--- config.mk ---
export PLATFORM = sky130hd
export DESIGN_NAME = rmq_front
export DESIGN_NICKNAME = d
export VERILOG_FILES = /design/src/rtl/rmq_pkg.sv /design/src/rtl/rmq_front.sv
export SDC_FILE = /design/constraint.sdc
export NUM_CORES = 1
export LEC_CHECK = 0
export ABC_AREA = 1
export BUFFER_PORTS_ARGS = -buffer_cell sky130_fd_sc_hd__buf_4
export CAP_MARGIN = 20
export CELL_PAD_IN_SITES_DETAIL_PLACEMENT = 1
export CELL_PAD_IN_SITES_GLOBAL_PLACEMENT = 1
export CORE_MARGIN = 2
export CORE_UTILIZATION = 38
export CTS_CLUSTER_DIAMETER = 40
export DETAILED_ROUTE_END_ITERATION = 12
export PLACE_DENSITY_LB_ADDON = 0.1
export SLEW_MARGIN = 20
export SYNTH_ARGS = -nofsm -noshare
export SYNTH_HDL_FRONTEND = slang
export SYNTH_SLANG_ARGS = --single-unit
--- constraint.sdc ---
create_clock -name clk -period 4.73 [get_ports clk]
set_input_delay 0.473 -clock clk [delete_from_list [all_inputs] [get_ports clk]]
set_output_delay 0.473 -clock clk [all_outputs]
set_load 0.02 [all_outputs]
--- src/rtl/rmq_pkg.sv ---
package rmq_pkg;

  localparam int FRAC_BITS = 14;
  // Radicand: trace+one or one+d_k-d_i-d_j, inputs 16-bit signed.
  localparam int RW = 19;
  // Square-root operand r << (FRAC_BITS+2), always positive when used.
  localparam int SQ_OPW = RW + FRAC_BITS + 2;
  localparam int SQ_STEPS = (SQ_OPW + 1) / 2;
  localparam int SW = SQ_STEPS;
  // Off-diagonal numerator magnitude fits in 17 bits.
  localparam int NW = 18;
  localparam int DIVW = NW + FRAC_BITS;
  localparam int QW = DIVW;
  localparam int FIFO_DEPTH = 4;
  localparam int FIFO_AW = $clog2(FIFO_DEPTH);

  localparam logic [1:0] BR_TRACE = 2'd0;
  localparam logic [1:0] BR_X = 2'd1;
  localparam logic [1:0] BR_Y = 2'd2;
  localparam logic [1:0] BR_Z = 2'd3;

  typedef struct packed {
    logic signed [15:0] m00;
    logic signed [15:0] m01;
    logic signed [15:0] m02;
    logic signed [15:0] m10;
    logic signed [15:0] m11;
    logic signed [15:0] m12;
    logic signed [15:0] m20;
    logic signed [15:0] m21;
    logic signed [15:0] m22;
  } in_word_t;

  typedef struct packed {
    logic signed [15:0] quat_x;
    logic signed [15:0] quat_y;
    logic signed [15:0] quat_z;
    logic signed [15:0] quat_w;
    logic [1:0] branch_taken;
    logic degenerate;
  } out_word_t;

  // Classified item handed from the front to the back.
  typedef struct packed {
    logic [RW-1:0] rad;
    logic signed [17:0] nw;
    logic signed [17:0] nx;
    logic signed [17:0] ny;
    logic signed [17:0] nz;
    logic [1:0] br;
    logic deg;
  } job_t;

  function automatic logic signed [15:0] sat16(input logic signed [QW:0] v);
    if (v > 32767) return 16'sh7fff;
    if (v < -32768) return -16'sh8000;
    return v[15:0];
  endfunction

endpackage

--- src/rtl/rmq_front.sv ---
module rmq_front (
  input  logic               clk,
  input  logic               rst_n,
  input  logic               in_valid,
  input  rmq_pkg::in_word_t  in_data,
  output logic               in_stall,
  output logic               job_valid,
  output rmq_pkg::job_t      job,
  input  logic               job_stall
);
  import rmq_pkg::*;

  logic signed [17:0] d0, d1, d2, tr;
  logic signed [RW-1:0] r;
  job_t j;
  job_t job_r;
  logic job_valid_r;

  always_comb begin
    d0 = 18'(in_data.m00);
    d1 = 18'(in_data.m11);
    d2 = 18'(in_data.m22);
    tr = d0 + d1 + d2;
    j = '0;
    if (tr > 0) begin
      j.br = BR_TRACE;
      r = RW'(tr) + RW'(1 << FRAC_BITS);
      j.nx = 18'(in_data.m21) - 18'(in_data.m12);
      j.ny = 18'(in_data.m02) - 18'(in_data.m20);
      j.nz = 18'(in_data.m10) - 18'(in_data.m01);
    end else if (d0 > d1 && d0 > d2) begin
      j.br = BR_X;
      r = RW'(1 << FRAC_BITS) + RW'(d0) - RW'(d1) - RW'(d2);
      j.nw = 18'(in_data.m21) - 18'(in_data.m12);
      j.ny = 18'(in_data.m01) + 18'(in_data.m10);
      j.nz = 18'(in_data.m02) + 18'(in_data.m20);
    end else if (d1 > d2) begin
      j.br = BR_Y;
      r = RW'(1 << FRAC_BITS) + RW'(d1) - RW'(d0) - RW'(d2);
      j.nw = 18'(in_data.m02) - 18'(in_data.m20);
      j.nx = 18'(in_data.m01) + 18'(in_data.m10);
      j.nz = 18'(in_data.m12) + 18'(in_data.m21);
    end else begin
      j.br = BR_Z;
      r = RW'(1 << FRAC_BITS) + RW'(d2) - RW'(d0) - RW'(d1);
      j.nw = 18'(in_data.m10) - 18'(in_data.m01);
      j.nx = 18'(in_data.m02) + 18'(in_data.m20);
      j.ny = 18'(in_data.m12) + 18'(in_data.m21);
    end
    j.deg = (r <= 0);
    j.rad = j.deg ? RW'(1) : r;
  end

  assign in_stall = job_valid_r && job_stall;
  assign job_valid = job_valid_r;
  assign job = job_r;

  always_ff @(posedge clk) begin
    if (!rst_n) begin
      job_valid_r <= 1'b0;
    end else if (!in_stall) begin
      job_valid_r <= in_valid;
    end
    if (!in_stall && in_valid) begin
      job_r <= j;
    end
  end
endmodule

== After elaboration in Yosys (flattened, before gate mapping) ==
Cells that the tools add are included.

* Logic and storage cells: 48
* Input bits: 148
* Flip-flop bits (word level): 95
* Output and inout bits: 96

* $lt $le $gt $ge: 5
* Add/subtract/negate cells: 18
* Mux-type cells: 11
* Reductions and logical operators: 5

{| class="wikitable"
|+ Operators with widths
! operator !! count
|-
| 18-bit 2-to-1 mux || 4
|-
| 16-bit by 16-bit adder with 17-bit output || 4
|-
| 19-bit 2-to-1 mux || 3
|-
| 18-bit by 16-bit subtractor with 19-bit output || 3
|-
| 56-bit 2-to-1 mux || 1
|-
| 17-bit by 16-bit subtractor with 18-bit output || 3
|-
| 16-bit by 16-bit adder with 17-bit output, first input constant || 3
|-
| 16-bit by 16-bit subtractor with 17-bit output || 3
|-
| 16-bit > comparator || 3
|-
| 38-bit 2-to-1 mux || 1
|-
| 36-bit 2-to-1 mux || 1
|-
| 18-bit by 16-bit adder with 19-bit output, second input constant || 1
|-
| 19-bit by 1-bit <= comparator with 1-bit output, second input constant || 1
|-
| 17-bit by 16-bit adder with 18-bit output || 1
|-
| 18-bit by 1-bit > comparator with 1-bit output, second input constant || 1
|-
| 1-bit logical AND || 3
|-
| 2-bit OR reduction || 1
|-
| 1-bit zero test || 1
|-
| 1-bit 2-to-1 mux || 1
|}

== Longest topological paths before layout ==
* Depth in word-level cells: 7
* Gate-level depth with buffers: 37
* Mapped depth without buffers: 36

== Worst setup path before layout ==
OpenSTA, ideal clock, no wires.

* Path type: input to register
* From: input job_stall
* To: register job_r, in the netlist job[0], enable pin
* Required time: 4.191 ns
* Arrival time: 4.419 ns
* Stages: 3
* Buffers on the path: 0
* Setup time: 0.539 ns
* Slack: -0.228 ns
* Cell sequence: nand2_1 > inv_1 > nor2_1

* Cells in the longest elaborated chain, start to end: 3

{| class="wikitable"
|+ RTL lines
! what !! RTL line !! source
|-
| start: declaration || rmq_front.sv:9 || <nowiki>input logic job_stall</nowiki>
|-
| 1-bit logical AND || rmq_front.sv:54 || <nowiki>assign in_stall = job_valid_r && job_stall;</nowiki>
|-
| net in_stall || rmq_front.sv:6 || <nowiki>output logic in_stall,</nowiki>
|-
| 1-bit zero test || rmq_front.sv:64 || <nowiki>if (!in_stall && in_valid) begin</nowiki>
|-
| 1-bit logical AND || rmq_front.sv:64 ||
|-
| end signal: assignment || rmq_front.sv:65 || <nowiki>job_r <= j;</nowiki>
|-
| end: declaration || rmq_front.sv:16 || <nowiki>job_t job_r;</nowiki>
|}

The timed path passes the listed nets, and every way through them passes these cells.
A chain may end at the register's enable or synchronous reset.

== Worst setup path in the final report ==
* From: input in_data[129] (netlist name)
* To: register job_r, in the netlist job[87] (data pin)

* Cells in the longest elaborated chain, start to end: 6
* Elaborated cells between the ends (all ways): 18
* Those cells by class: add/sub: 10; order compare: 4; mux: 3; reduce/logical: 1

{| class="wikitable"
|+ RTL lines
! what !! RTL line !! source
|-
| start: declaration || rmq_front.sv:5 || <nowiki>input rmq_pkg::in_word_t in_data,</nowiki>
|-
| 16-bit by 16-bit adder with 17-bit output, or another cell as far along || rmq_front.sv:33 || <nowiki>r = RW'(1 << FRAC_BITS) + RW'(d0) - RW'(d1) - RW'(d2);</nowiki>
|-
| 17-bit by 16-bit subtractor with 18-bit output, or another cell as far along || rmq_front.sv:33 ||
|-
| 18-bit by 16-bit subtractor with 19-bit output / 19-bit 2-to-1 mux (equally long branches) || rmq_front.sv:33, rmq_front.sv:37 ||
|-
| 19-bit 2-to-1 mux || rmq_front.sv:31 || <nowiki>end else if (d0 > d1 && d0 > d2) begin</nowiki>
|-
| 19-bit 2-to-1 mux (*) || rmq_front.sv:25 || <nowiki>if (tr > 0) begin</nowiki>
|-
| 19-bit by 1-bit <= comparator with 1-bit output || rmq_front.sv:50 || <nowiki>j.deg = (r <= 0);</nowiki>
|}

Every way passes the cells marked *; elsewhere a longest branch is shown, timed or not.

==> impl_metrics.env <==
export IMPL_synth_ff_type="edfxtp_1"
export IMPL_netlist_cell_type_count=56
export IMPL_synthCells=2358
export IMPL_cts_sink_count=91
export IMPL_ys_seq_area_frac=0.1604
export IMPL_die_height_microns=215.3
export IMPL_synthesis_area_sq_um=16970
export IMPL_switching_share=0.5146
export IMPL_htreeDepth=3
export IMPL_area_growth_syn_to_layout_pct=21.55
export IMPL_grt_pass1_vias=17250
export IMPL_cpMostUsedCell="nand2_1"
export IMPL_finalWorstSetupSlack_ns=0.2946
export IMPL_clk_pin_slew_ns=0.07
export IMPL_power_density_nw_per_um2=341.7
export IMPL_fin_crit_sh=0.9377
export IMPL_grt_ovfl_total=0
export IMPL_fmax_ghz=0.2255
export IMPL_ir_drop_uv=204.4
export IMPL_final_nets=3165
export IMPL_clockRootBuffer="clkbuf_16"
export IMPL_status="complete, no violations"
export IMPL_cp_slowest_stage_delay_ns=0.49
export IMPL_end_kind="flop"
export IMPL_crit_path_max_fanout=8
export IMPL_antenna_found_initial=1
export IMPL_worstSetupPathType="in2reg"
export IMPL_tightest_slew_ns=0.8324
export IMPL_finalClockSkew_ns=0.008989
export IMPL_initial_core_util=0.3846
export IMPL_internal_power_mw=3.422
export IMPL_setup_tns_final_ns=0
export IMPL_pwr_share_clk=0.111
export IMPL_slowest_stage="fa_2"
export IMPL_antenna_left=0
export IMPL_pin_count=244
export IMPL_cap_violations=0
export IMPL_preCtsSetupSlack_ns=-0.1838
export IMPL_p_total_mw=7.049
export IMPL_cts_hold_buf=0
export IMPL_arrival_ns=4.54
export IMPL_post_drt_wl_per_cell_microns=20.69
export IMPL_final_cell_mix="nand2_1, inv_1, buf_4, ha_1, a21oi_1"
export IMPL_vias=17050
export IMPL_drc_errors=0
export IMPL_relSlewSlack=0.4392
export IMPL_gp_congestion=0.9759
export IMPL_period_minus_slack_ns=4.435
export IMPL_vias_per_cell=5.255
export IMPL_holdWs_ns=0.3733
export IMPL_drive_gt1_frac=0.1693
export IMPL_ys_ff_latch=91
export IMPL_stdcell_area_sq_um=20630
export IMPL_syn_area_per_cell_sq_um=7.197
export IMPL_synthArstFlopShare=0
export IMPL_place_area_sq_um=19940
export IMPL_coreArea_sq_um=44120
export IMPL_setup_viol=0
export IMPL_p_comb_frac=0.709
export IMPL_power_switching_mw=3.628
export IMPL_drv_slew=0
export IMPL_yosys_warnings=0
export IMPL_cts_tree="done"
export IMPL_critPathLaunchType="input port"
export IMPL_die_x_microns=215.3
export IMPL_worstPathRequired_ns=4.84
export IMPL_leakagePower_nw=10.98
export IMPL_port_buffers=243
export IMPL_clock_latency_ns=0.36
export IMPL_drtIter0Drc=1260
export IMPL_clockBufferDepth=2
export IMPL_diodes=0
export IMPL_fp_row_count=77
export IMPL_die_area_sq_um=46360
export IMPL_grt_usage=0.2830
export IMPL_grt_pass1_wl_microns=101400
export IMPL_final_common_cell="nand2_1"
export IMPL_seq_power_share=0.180
export IMPL_grt_max_degree=48
export IMPL_routed_wl_microns=67130
export IMPL_synth_nets=2876
export IMPL_hold_violations=0
export IMPL_hold_class="in2reg"
export IMPL_cts_buffers=9
export IMPL_hpwl_microns=57750
export IMPL_dr_pass1_iters=5
export IMPL_synth_edf_count=90
-- per-layer routing --
layer | up-vias | share of wire | global-route usage
met5 | - | 0 | 0
met4 | 0 | 0.021 | 0.06069
met3 | 68 | 0.070 | 0.05464
met2 | 491 | 0.42 | 0.4223
met1 | 8286 | 0.49 | 0.4199
li1 | 8201 | - | -
-- repair_timing --
action                     4_1_cts  5_1_grt
gates resized for setup          0       58
setup buffers                    0       11
setup endpoints to repair        0       59
-- metrics by stage --
step | utilization | std cells
2_1_floorplan | - | 2358
3_3_place_gp | 0.4519 | 3214
3_5_place_dp | 0.4519 | 3214
4_1_cts | 0.4588 | 3230
5_1_grt | 0.4675 | 3244
6_report | 0.4675 | 3244
-- cell type report --
cell class              instances  area [sq um]
flip-flops and latches         91          2723
clock inverters                 6         72.57
inverters                     398          1505
well taps                     592         740.7
clock buffers                  10         229.0
repair buffers                345          2644
multi-input cells            1802         12710
fillers                      5670         23500
-- worst paths after layout --
path / startpoint / cells past startpoint / end / slack, ns
max: in_data[129] / 34 / job[87] / 0.29
min reg2reg: job_valid / 2 / job_valid / 0.51
max reg2reg: job_valid / 4 / job[54] / 2.64
min: rst_n / 2 / job_valid / 0.37
-- kinds of logic after synthesis --
group           after synthesis  synth area share
compound gates              398            0.1363
fa+ha+maj                   370            0.3055
xor+xnor                    114           0.05884
other cells                   1         0.0002210
simple gates                916            0.2307
buf+inv                     468            0.1080
flops                        91            0.1604
-- critical path, delay by kind of cell --
kind | cells | cell delay [ns]
adder cells (fa/ha/maj) | 4 | 1.18
buffers and inverters | 4 | 0.35
AND/OR/NAND/NOR | 26 | 2.51
-- state kept, by name (all words and copies together) (netlist names) --
register / flops
job: 90
job_valid: 1
-- cell usage after synthesis (all sizes together) (2+ instances only) --
| cell type | count | area [sq um] |
|---|---|---|
| edfxtp | 90 | 2703 |
| o21ai | 107 | 539.3 |
| ha | 296 | 3704 |
| a22o | 2 | 17.52 |
| o21a | 7 | 52.55 |
| a31oi | 7 | 43.79 |
| a21o | 16 | 120.1 |
| nand2 | 531 | 2031 |
| a32o | 7 | 70.07 |
| o211ai | 5 | 37.54 |
| a21boi | 11 | 82.58 |
| nor3b | 2 | 20.02 |
| buf | 27 | 177.7 |
| nand3b | 8 | 60.06 |
| nor2 | 172 | 683.2 |
| xor2 | 98 | 858.3 |
| a211oi | 2 | 15.01 |
| fa | 74 | 1481 |
| o22ai | 29 | 181.4 |
| and3 | 2 | 12.51 |
| nand4 | 41 | 256.5 |
| a21oi | 167 | 850.8 |
| nor4 | 4 | 25.02 |
| o31ai | 8 | 60.06 |
| nor3 | 23 | 115.1 |
| nand3 | 130 | 693.2 |
| a22oi | 4 | 30.03 |
| o221ai | 7 | 61.31 |
| o21bai | 13 | 97.59 |
| and2 | 2 | 12.51 |
| o2111ai | 3 | 26.28 |
| clkbuf | 43 | 161.4 |
| inv | 398 | 1494 |
| xnor2 | 16 | 140.1 |
-- power groups by stage --
| stage | sequential [mW] | combinational (mW) | clock, mW |
|---|---|---|---|
| global route | 1.28 | 5.47 | 0.810 |
| finish | 1.27 | 4.99 | 0.783 |
| global placement | 1.29 | 4.68 | 0 |
| detailed placement | 1.29 | 4.77 | 0 |
| CTS | 1.27 | 4.80 | 0.785 |
| floorplan | 1.48 | 2.66 | 0 |
(Power assumes the default switching activity.)
