`src/rtl/rmq_pkg.sv`:
```
package rmq_pkg;

  localparam int FRAC_BITS = 14;
  // Radicand: trace+one or one+d_k-d_i-d_j, inputs 16-bit signed.
  localparam int RW = 19;
  // Square-root operand r << (FRAC_BITS+2), always positive when used.
  localparam int SQ_OPW = RW + FRAC_BITS + 2;
  localparam int SQ_STEPS = (SQ_OPW + 1) / 2;
  localparam int SW = SQ_STEPS;
  // Off-diagonal numerator magnitude fits in 17 bits.
  localparam int NW = 18;
  localparam int DIVW = NW + FRAC_BITS;
  localparam int QW = DIVW;
  localparam int FIFO_DEPTH = 4;
  localparam int FIFO_AW = $clog2(FIFO_DEPTH);

  localparam logic [1:0] BR_TRACE = 2'd0;
  localparam logic [1:0] BR_X = 2'd1;
  localparam logic [1:0] BR_Y = 2'd2;
  localparam logic [1:0] BR_Z = 2'd3;

  typedef struct packed {
    logic signed [15:0] m00;
    logic signed [15:0] m01;
    logic signed [15:0] m02;
    logic signed [15:0] m10;
    logic signed [15:0] m11;
    logic signed [15:0] m12;
    logic signed [15:0] m20;
    logic signed [15:0] m21;
    logic signed [15:0] m22;
  } in_word_t;

  typedef struct packed {
    logic signed [15:0] quat_x;
    logic signed [15:0] quat_y;
    logic signed [15:0] quat_z;
    logic signed [15:0] quat_w;
    logic [1:0] branch_taken;
    logic degenerate;
  } out_word_t;

  // Classified item handed from the front to the back.
  typedef struct packed {
    logic [RW-1:0] rad;
    logic signed [17:0] nw;
    logic signed [17:0] nx;
    logic signed [17:0] ny;
    logic signed [17:0] nz;
    logic [1:0] br;
    logic deg;
  } job_t;

  function automatic logic signed [15:0] sat16(input logic signed [QW:0] v);
    if (v > 32767) return 16'sh7fff;
    if (v < -32768) return -16'sh8000;
    return v[15:0];
  endfunction

endpackage

```
`src/rtl/rmq_fifo.sv`:
```
module rmq_fifo (
  input  logic           clk,
  input  logic           rst_n,
  input  logic           wr_valid,
  input  rmq_pkg::job_t  wr_data,
  output logic           wr_stall,
  output logic           rd_valid,
  output rmq_pkg::job_t  rd_data,
  input  logic           rd_take
);
  import rmq_pkg::*;

  job_t mem_r [FIFO_DEPTH];
  logic [FIFO_AW-1:0] wp_r, rp_r;
  logic [FIFO_AW:0] cnt_r;
  logic wr, rd;

  assign wr_stall = (cnt_r == (FIFO_AW+1)'(FIFO_DEPTH));
  assign rd_valid = (cnt_r != '0);
  assign rd_data = mem_r[rp_r];
  assign wr = wr_valid && !wr_stall;
  assign rd = rd_take && rd_valid;

  always_ff @(posedge clk) begin
    if (!rst_n) begin
      wp_r <= '0;
      rp_r <= '0;
      cnt_r <= '0;
    end else begin
      if (wr) wp_r <= wp_r + 1'b1;
      if (rd) rp_r <= rp_r + 1'b1;
      if (wr && !rd) cnt_r <= cnt_r + 1'b1;
      else if (rd && !wr) cnt_r <= cnt_r - 1'b1;
    end
    if (wr) mem_r[wp_r] <= wr_data;
  end
endmodule

```
`config.mk`:
```
export PLATFORM = sky130hd
export DESIGN_NAME = rmq_fifo
export DESIGN_NICKNAME = d
export VERILOG_FILES = /design/src/rtl/rmq_pkg.sv /design/src/rtl/rmq_fifo.sv
export SDC_FILE = /design/constraint.sdc
export NUM_CORES = 1
export LEC_CHECK = 0
export ABC_AREA = 0
export CORE_UTILIZATION = 57
export DETAILED_ROUTE_END_ITERATION = 6
export DONT_BUFFER_PORTS = 1
export MAX_ROUTING_LAYER = met4
export PLACE_DENSITY_LB_ADDON = 0.05
export SYNTH_ARGS = -nofsm -noshare
export SYNTH_HDL_FRONTEND = slang
export SYNTH_SLANG_ARGS = --single-unit
export TNS_END_PERCENT = 100
```
`constraint.sdc`:
```
create_clock -name clk -period 3.95 [get_ports clk]
set_input_delay 0.79 -clock clk [delete_from_list [all_inputs] [get_ports clk]]
set_output_delay 0.79 -clock clk [all_outputs]
set_load 0.02 [all_outputs]
```
After elaboration in Yosys (flattened, before gate mapping)
Memory sizes are Yosys's and may differ from the RTL's. A register that Yosys moved wholly into a read port is not among the register bits.
Index checks and enable logic that the tools add are counted.
- memories kept: 1
- input port bits: 98
- bits in registers: 7
- output and inout bits: 96
- logic and storage cells: 24
- RAM bits: 376
- multiplexer cells: 6
- reductions and logical operators: 9
- eq/ne operators: 1
- add/sub/neg operators: 4
- memory list (memory ; depth ; width ; read ports ; clocked after memory_dff ; write ports ; RTL line ; RTL):
    mem_r ; 4 ; 94 ; 1 ; 1 ; 1 ; rmq_fifo.sv:13 ; job_t mem_r [FIFO_DEPTH];
- operators with widths (cell ; number):
    3-bit two-way mux ; 2
    2-bit by 1-bit adder with 2-bit output (second input constant) ; 2
    1-bit logical AND ; 4
    2-bit two-way mux ; 2
    3-bit by 1-bit adder with 3-bit output (second input constant) ; 1
    3-bit == test (second input constant) ; 1
    1-bit logical NOT ; 3
    3-bit nonzero test ; 1
    3-bit by 1-bit subtractor with 3-bit output (second input constant) ; 1
    1-bit two-way mux ; 2
    2-bit nonzero test ; 1

Depth between registers and ports, before layout
Gate-level depths: netlist of run 1.
- depth in word-level cells: 7
- depth in mapped cells: 9
- mapped depth without buffers: 8

Worst setup path after synthesis of run 1
No wires, ideal clock.
- kind: input -> register
- start: input wr_valid
- end: memory mem_r[2][0] (netlist name), enable pin
- arrival: 3.355 ns
- data required time: 3.487 ns
- setup time: 0.463 ns
- path buffers: 1
- slack: 0.132 ns
- stages on the path: 3
- cells stage by stage: nor2b_1 > clkbuf_1 > and2_1
- cells in the longest elaborated chain, start to end: 3
- ends and longest elaborated chain (item ; RTL line ; RTL):
    start: declaration ; rmq_fifo.sv:4 ; input logic wr_valid,
    1-bit logical AND ; rmq_fifo.sv:21 ; assign wr = wr_valid && !wr_stall;
    via wr ; rmq_fifo.sv:16 ; logic wr, rd;
    1-bit two-way mux ; rmq_fifo.sv:35 ; if (wr) mem_r[wp_r] <= wr_data;
    1-bit two-way mux (not written as such) ; rmq_fifo.sv:35 ;
    end: declaration ; rmq_fifo.sv:13 ;
The timed path passes the listed nets, and every way through them passes these cells.

==> results of run 1 <==
## report_power, final
part | leakage (nW) | switching, mW | total (mW) | internal [mW]
logic | 0.731 | 1.42 | 2.31 | 0.893
registers | 3.52 | 0.193 | 5.15 | 4.96
clock network | 0.638 | 1.42 | 3.67 | 2.24
total | 4.89 | 3.04 | 11.1 | 8.10
## routing by layer
| metal | part of all wire (%) | global-route usage [%] | vias up |
|---|---|---|---|
| met2 | 49 | 30.8 | 191 |
| met1 | 39 | 25.0 | 2934 |
| met3 | 10 | 8.31 | 39 |
| met4 | 1.7 | 5.03 | 0 |
| li1 | - | - | 2368 |
| met5 | 0 | - | - |
## Yosys cell counts
master,instances
sky130_fd_sc_hd__a21boi_0,1
sky130_fd_sc_hd__and2_1,8
sky130_fd_sc_hd__buf_1,3
sky130_fd_sc_hd__buf_12,7
sky130_fd_sc_hd__buf_2,7
sky130_fd_sc_hd__buf_4,3
sky130_fd_sc_hd__buf_6,1
sky130_fd_sc_hd__clkbuf_1,2
sky130_fd_sc_hd__dfxtp_1,9
sky130_fd_sc_hd__edfxtp_1,376
sky130_fd_sc_hd__fa_1,1
sky130_fd_sc_hd__ha_1,5
sky130_fd_sc_hd__inv_1,3
sky130_fd_sc_hd__mux2i_1,3
sky130_fd_sc_hd__mux4_2,94
sky130_fd_sc_hd__nand2_1,4
sky130_fd_sc_hd__nor2b_1,2
sky130_fd_sc_hd__nor3b_1,1
sky130_fd_sc_hd__o21ai_0,1
sky130_fd_sc_hd__o311ai_0,1
sky130_fd_sc_hd__o31ai_1,1
sky130_fd_sc_hd__or3_1,2
sky130_fd_sc_hd__xnor2_1,3
sky130_fd_sc_hd__xor2_1,1
## kinds of logic (layout without fill, tap and decap cells)
| group | Yosys count | in the layout |
|---|---|---|
| DFF | 385 | 385 |
| muxes | 97 | 97 |
| buffers and inverters | 26 | 87 |
| and+or+nand+nor | 17 | 17 |
| adders and majority gates | 6 | 6 |
| AOI/OAI and AO/OA | 4 | 4 |
| xor gates and xnor gates | 4 | 4 |
## layout make-up
class / count / area (µm²)
multi-input combinational: 128 / 2400
clock inverter: 26 / 290
clock buffer: 43 / 1010
tap: 324 / 405
inverter: 3 / 11.3
sequential: 385 / 11500
fill: 1572 / 8520
timing repair buffer: 15 / 200
## flip-flops by register name, summed over array words and instances (netlist names), named ones only
name and flops:
cnt_r 3, mem_r 376, rp_r 2, wp_r 2
## cell usage in the layout, fill, tap and decap left out
cell / Yosys / layout
sky130_fd_sc_hd__or3_1: 2 / 2
sky130_fd_sc_hd__o31ai_1: 1 / 1
sky130_fd_sc_hd__clkbuf_1: 2 / 3
sky130_fd_sc_hd__buf_4: 3 / 8
sky130_fd_sc_hd__mux4_2: 94 / 94
sky130_fd_sc_hd__clkinv_8: 0 / 1
sky130_fd_sc_hd__ha_1: 5 / 5
sky130_fd_sc_hd__bufinv_16: 0 / 6
sky130_fd_sc_hd__o311ai_0: 1 / 1
sky130_fd_sc_hd__xor2_1: 1 / 1
sky130_fd_sc_hd__dfxtp_1: 9 / 7
sky130_fd_sc_hd__nand2_1: 4 / 4
sky130_fd_sc_hd__buf_12: 7 / 7
sky130_fd_sc_hd__clkbuf_16: 0 / 40
sky130_fd_sc_hd__clkinv_2: 0 / 7
sky130_fd_sc_hd__a21boi_0: 1 / 1
sky130_fd_sc_hd__o21ai_0: 1 / 1
sky130_fd_sc_hd__inv_6: 0 / 1
sky130_fd_sc_hd__mux2i_1: 3 / 3
sky130_fd_sc_hd__fa_1: 1 / 1
sky130_fd_sc_hd__edfxtp_1: 376 / 376
sky130_fd_sc_hd__and2_1: 8 / 4
sky130_fd_sc_hd__and2_4: 0 / 4
sky130_fd_sc_hd__clkinvlp_4: 0 / 1
sky130_fd_sc_hd__nor2b_1: 2 / 2
sky130_fd_sc_hd__clkinv_1: 0 / 9
sky130_fd_sc_hd__dfxtp_4: 0 / 2
sky130_fd_sc_hd__nor3b_1: 1 / 1
sky130_fd_sc_hd__clkinv_4: 0 / 1
sky130_fd_sc_hd__xnor2_1: 3 / 3
sky130_fd_sc_hd__inv_1: 3 / 3
## worst max path at each step
| stage | startpoint | endpoint | slack (ns) | cells after the start |
|---|---|---|---|---|
| global placement | wr_valid | mem_r[0][65] | 1.34 | 3 |
| floorplan | wr_valid | mem_r[2][0] | 0.13 | 3 |
| finish | flip-flop | rd_data[15] | 0.90 | 2 |
| global route | flip-flop | rd_data[67] | 0.77 | 2 |
| CTS | flip-flop | rd_data[89] | 0.83 | 2 |
| detailed placement | wr_valid | cnt_r[2] | 1.26 | 7 |
## per-stage QoR
stage               hold WS (ns)  cell area (µm²)  util (%)  setup WS [ns]
finish                     0.363            15800      65.0          0.899
global route               0.339            15800      65.0          0.773
CTS                        0.344            15800      65.0          0.834
detailed placement         0.498            14500      59.6           1.26
global placement           0.478            14500      59.6           1.34
floorplan                  0.468            14100         -          0.132
## worst max-delay path, cell delays in order (launching register included)
cell and delay, ns:
sky130_fd_sc_hd__dfxtp_4 0.92, sky130_fd_sc_hd__buf_12 0.33, sky130_fd_sc_hd__mux4_2 0.46
==> results.md, run 1 <==
* Number of diodes added for antenna fixing at 0
* Total Wirelength at 23.8 mm
* Worst hold path stage count at 0
* Clk pin slew, worst setup/hold paths at 0.06 ns
* Half-perimeter wire length after placement at between 10 and 15 mm
* Initial Util at 58.0%
* WL/cell at roughly 26 µm
* Share of layout cells above drive strength 1 at 28.7%
* Power Total at 11.1 mW
* Worst setup EP type: primary output
* Routability congestion estimate from global placement at 0.707
* Die boundary width at 159 µm
* Floorplan die area at 0.0254 mm²
* Number of standard cells in the layout, taps in and fillers out at 924
* Compound-gate portion of the synthesized area at 0.204%
* Global-route usage over all layers at 20.1%
* Number of global-route vias before repair at around 6000
* Layout Nets at about 680
* Area share of the largest cell type after synthesis at roughly four fifths
* Required time at the endpoint of the critical path at 3.16 ns
* Category of the most critical setup path: flip-flop to primary output
* Number of instances in the synthesized netlist at ~540
* Run status: finished clean
* Type of origin of the critical path: flip-flop
* Reg-to-Reg Start: cnt_r[2]
* Fraction of the yosys area taken by sequential cells at 81.3%
* Final Max Slew Viols at 0
* Floorplan die height at 159 µm
* Worst min path class: input port to flip-flop
* I/O pin total at 194
* CTS tree: built
* Vias/cell at 5.99
* Largest voltage drop on the vdd net at ~0.50 mV
* Dominant cell type by area after synthesis: sky130_fd_sc_hd__edfxtp_1
* Maximum number of pins on one net before global-route repair at 56
* Post-route fraction of the period consumed by the critical path at roughly 77%
* Avg Inst Size Synth at 26.2 µm²
* Latest clock arrival within the worst-skew pair at 0.52 ns
* Global-route wire length before repair at about 37 mm
* Aggregate negative setup slack at 0 ns
* Startpoint of the worst hold path: wr_data[83]
* Post-cts resize count at 0
* Time the final worst path needs with I/O delays and setup at a little over 3 ns
* Endpoint of the worst hold path: mem_r[1][83]
* Std cell rows at 57
* Max-Slew Margin vs Limit at 41.4%
* Cell at the root of the clock tree: sky130_fd_sc_hd__clkbuf_16
* Arithmetic-cell share of the synthesized area counting full adders, half adders and majority gates at 0.586%
* # H-tree levels at 2
* Net count after synthesis at 643
* Unrepaired setup endpoints after global routing: no
* Largest cells by area after synthesis: sky130_fd_sc_hd__edfxtp_1 80%, sky130_fd_sc_hd__mux4_2 15%, sky130_fd_sc_hd__dfxtp_1 1.3%
* Post-CTS Hold Fix Bufs at 0
* Top achievable clock speed at 0.328 GHz
* Number of design rule violations left after detail routing at 0
* Total power divided by cell area at slightly above 700 mW/mm²
* Worst R2R End: cnt_r[2]
* Number of nets with antenna violations after routing at 0
* Maximum fanout along the worst path at 55
* WP data arrival at 2.26 ns
* Slack of the worst reg-to-reg path at ~1.4 ns
* Vias at 5532
* Count of endpoints failing setup in the final report at 0
* Worst Reg2Reg Path Length in Cells at 8
* Max-cap violation count at 0
* Inserted Clock Buffers at 39
* Simple-gate area share of the yosys netlist at 0.692%
* Clock Tree Buf Depth at 3
* Post-CTS Setup Inserts at 0
* Synthesized flop and latch total at 385
* Placed Instances at ~860
* Share of the synthesized netlist area taken by xor and xnor gates at 0.248%
* First-pass iteration count of the detailed router at 4
* Aggregate global routing overflow at 0
* Post-synth cell types at 24
* Final clock skew at 0.0136 ns
* Synth Cell Area at 0.0141 mm²
* Area of the core region at 0.0243 mm²
* IO buf count at 0
* Total clock sinks at 385
* Slew at the pin closest to its max-slew limit at 0.880 ns
* Area added between synthesis and finish at 12.0%
* Number of warnings printed during yosys synthesis at 0
* Portion of netlist area occupied by mux cells at 15.2%
* Pleak at about 4.9 nW
* Final hold violations at 0
* 1st-iter DRT viols at between 300 and 400
* Largest family of logic cells by synthesized area: multiplexers
* Initial antenna violation count at 0
Power figures use the tool's default switching activity.
==> inputs of run 2 (changes only) <==
==> constraint.sdc (replaced) <==
create_clock -name clk -period 2.8 [get_ports clk]
set_input_delay 0.56 -clock clk [delete_from_list [all_inputs] [get_ports clk]]
set_output_delay 0.56 -clock clk [all_outputs]
set_load 0.02 [all_outputs]
==> results.md, run 2 (synthesis results as in run 1) <==
* CTS tree: built
* Required time at the endpoint of the critical path at 2.24 ns (-0.92 ns)
* I/O pin total at 194 (unchanged)
* Global-route wire length before repair at 36.1 mm (-1.2%)
* Leading cell type in the layout, fill and taps excluded: sky130_fd_sc_hd__edfxtp_1
* 1st-iter DRT viols at 400 (+0.50%)
* Share of layout cells above drive strength 1 at 28.6% (about the same)
* Clk pin slew, worst setup/hold paths at 0.06 ns (about the same)
* Layout Utilization at 65.0% (about the same)
* Switching fraction of total power at 27.3% (+0.037 points)
* Max-cap violation count at 0 (unchanged)
* IO buf count at 0 (unchanged)
* Reg with most FFs: mem_r
* Floorplan die area at 0.0254 mm² (unchanged)
* Largest voltage drop on the vdd net at 0.678 mV (+35%)
* Number of design rule violations left after detail routing at 0 (unchanged)
* Total clock sinks at 385 (unchanged)
* Reg-to-Reg Start: cnt_r[0]
* Clock Power Share at 31.7% (-1.2 points)
* Final hold violations at 0 (unchanged)
* Ordered cell list for the critical path: buf_12 -> mux4_2
* Post-CTS Hold Fix Bufs at 0 (unchanged)
* Cell with the biggest individual delay on the critical path: sky130_fd_sc_hd__mux4_2
* Vias/cell at 5.94 (-0.77%)
* Number of nets with antenna violations after routing at 0 (unchanged)
* Worst setup EP type: primary output
* Latest clock arrival within the worst-skew pair at 0.51 ns (about the same)
* WL/cell at 25.1 µm (-2.4%)
* Die boundary width at 159 µm (unchanged)
* Switch Pwr at 4.22 mW (+39%)
* Category of the most critical setup path: flip-flop to primary output
* Unrepaired setup endpoints after global routing: no
* Total power divided by cell area at 977 mW/mm² (+39%)
* Routability congestion estimate from global placement at 0.704 (-0.48%)
* First-pass iteration count of the detailed router at 4 (unchanged)
* Worst hold path stage count at 0 (unchanged)
* Maximum number of pins on one net before global-route repair at 73 (+30%)
* Power share of the combinational group at 21.8% (+1.0 points)
* Final cell area excluding filler cells at 0.0158 mm² (about the same)
* Post-CTS Setup Inserts at 0 (unchanged)
* # H-tree levels at 2 (unchanged)
* Vias at 5513 (-0.34%)
* Post-cts resize count at 0 (unchanged)
* Aggregate global routing overflow at 0 (unchanged)
* Area of the core region at 0.0243 mm² (unchanged)
* Final Max Slew Viols at 0 (unchanged)
* Worst min path class: input port to flip-flop
* Half-perimeter wire length after placement at 14.0 mm (-3.3%)
* Cell at the root of the clock tree: sky130_fd_sc_hd__clkbuf_16
* Top achievable clock speed at 0.388 GHz
* Largest register FFs at 376 (unchanged)
* Delay of the slowest cell on the worst path at 0.68 ns (-0.24 ns)
* Startpoint of the worst hold path: wr_data[30]
* Regs by FF count: mem_r x376, cnt_r x3
* Sequential cell fraction of total power at 46.5% (+0.2 points)
* Placed cell areas at 0.0146 mm² (+0.55%)
* Final clock skew at 0.00549 ns (-0.00808 ns)
* Run status: finished clean
* Initial Util at 58.0% (unchanged)
* Max-Slew Margin vs Limit at 66.2% (+25 points)
* Worst Reg2Reg Path Length in Cells at 9 (+1)
* WP data arrival at 2.01 ns (-0.25 ns)
* Internal power of the cells at 11.2 mW (+39%)
* Clock Tree Buf Depth at 3 (unchanged)
* Pleak at 4.89 nW (about the same)
* Post-route fraction of the period consumed by the critical path at 91.9%
* Floorplan die height at 159 µm (unchanged)
* Initial antenna violation count at 0 (unchanged)
* Inserted Clock Buffers at 38 (-2.6%)
* Total Wirelength at 23.3 mm (-2.0%)
* Area added between synthesis and finish at 12.1% (about the same)
* Slew at the pin closest to its max-slew limit at 0.507 ns (-0.373 ns)
* Aggregate negative setup slack at 0 ns (unchanged)
* Std cell rows at 57 (unchanged)
* Count of endpoints failing setup in the final report at 0 (unchanged)
* Layout Nets at 679 (+0.44%)
* Type of origin of the critical path: flip-flop
* Most used cells in the layout excluding fill and tap cells: 376 x sky130_fd_sc_hd__edfxtp_1, 94 x sky130_fd_sc_hd__mux4_2, 41 x sky130_fd_sc_hd__clkbuf_16
* Number of diodes added for antenna fixing at 0 (unchanged)
* Number of global-route vias before repair at 6103 (+2.1%)
* Global-route usage over all layers at 19.9% (-0.13 points)
* Time the final worst path needs with I/O delays and setup at around 2.6 ns
* Maximum fanout along the worst path at 58 (+5.5%)
run 2: stage by stage:
step	std cells	power, mW	hold slack (ns)	setup WS, ns
2_1_floorplan	539	10.2	0.468	0.215
3_5_place_dp	859	10.8	0.507	0.462
5_1_grt	928	16.1	0.105	0.0967
3_3_place_gp	859	10.7	0.476	0.691
4_1_cts	928	15.7	0.113	0.177
6_report	928	15.4	0.139	0.226
run 2: per-layer routing:
| layer | up-vias | track usage [%] | wire [µm] |
|---|---|---|---|
| met1 | 2901 | 24.6 | 9240 |
| met2 | 195 | 30.3 | 11300 |
| li1 | 2382 | - | - |
| met5 | - | - | 0 |
| met4 | 0 | 6.25 | 535 |
| met3 | 35 | 8.26 | 2240 |
run 2: final timing paths:
kind,to,slack [ns]
setup / recovery,rd_data[49],0.23
hold reg to reg,wp_r[0],0.51
hold / removal,mem_r[1][30],0.14
setup reg to reg,cnt_r[2],0.46
run 2: layout make-up:
type / instances / area [µm²]
Multi-Input combinational cell: 128 / 2400
Inverter: 3 / 11.3
Fill cell: 1553 / 8520
Clock buffer: 49 / 1060
Clock inverter: 20 / 171
Tap cell: 324 / 405
Timing Repair Buffer: 19 / 280
Sequential cell: 385 / 11500
run 2: worst max-delay path, delay by kind of cell, from the launching register on:
| kind | cells | cell delay (ns) |
|---|---|---|
| DFF | 1 | 0.37 |
| muxes | 1 | 0.68 |
| buffers and inverters | 1 | 0.36 |
run 2: power by group through the flow:
stage	clock network, mW	logic (mW)	registers, mW
after global placement	0	3.45	7.26
after CTS	5.01	3.47	7.19
final	4.89	3.37	7.18
after floorplan	0	3.00	7.23
after global routing	5.22	3.59	7.23
after detailed placement	0	3.47	7.31
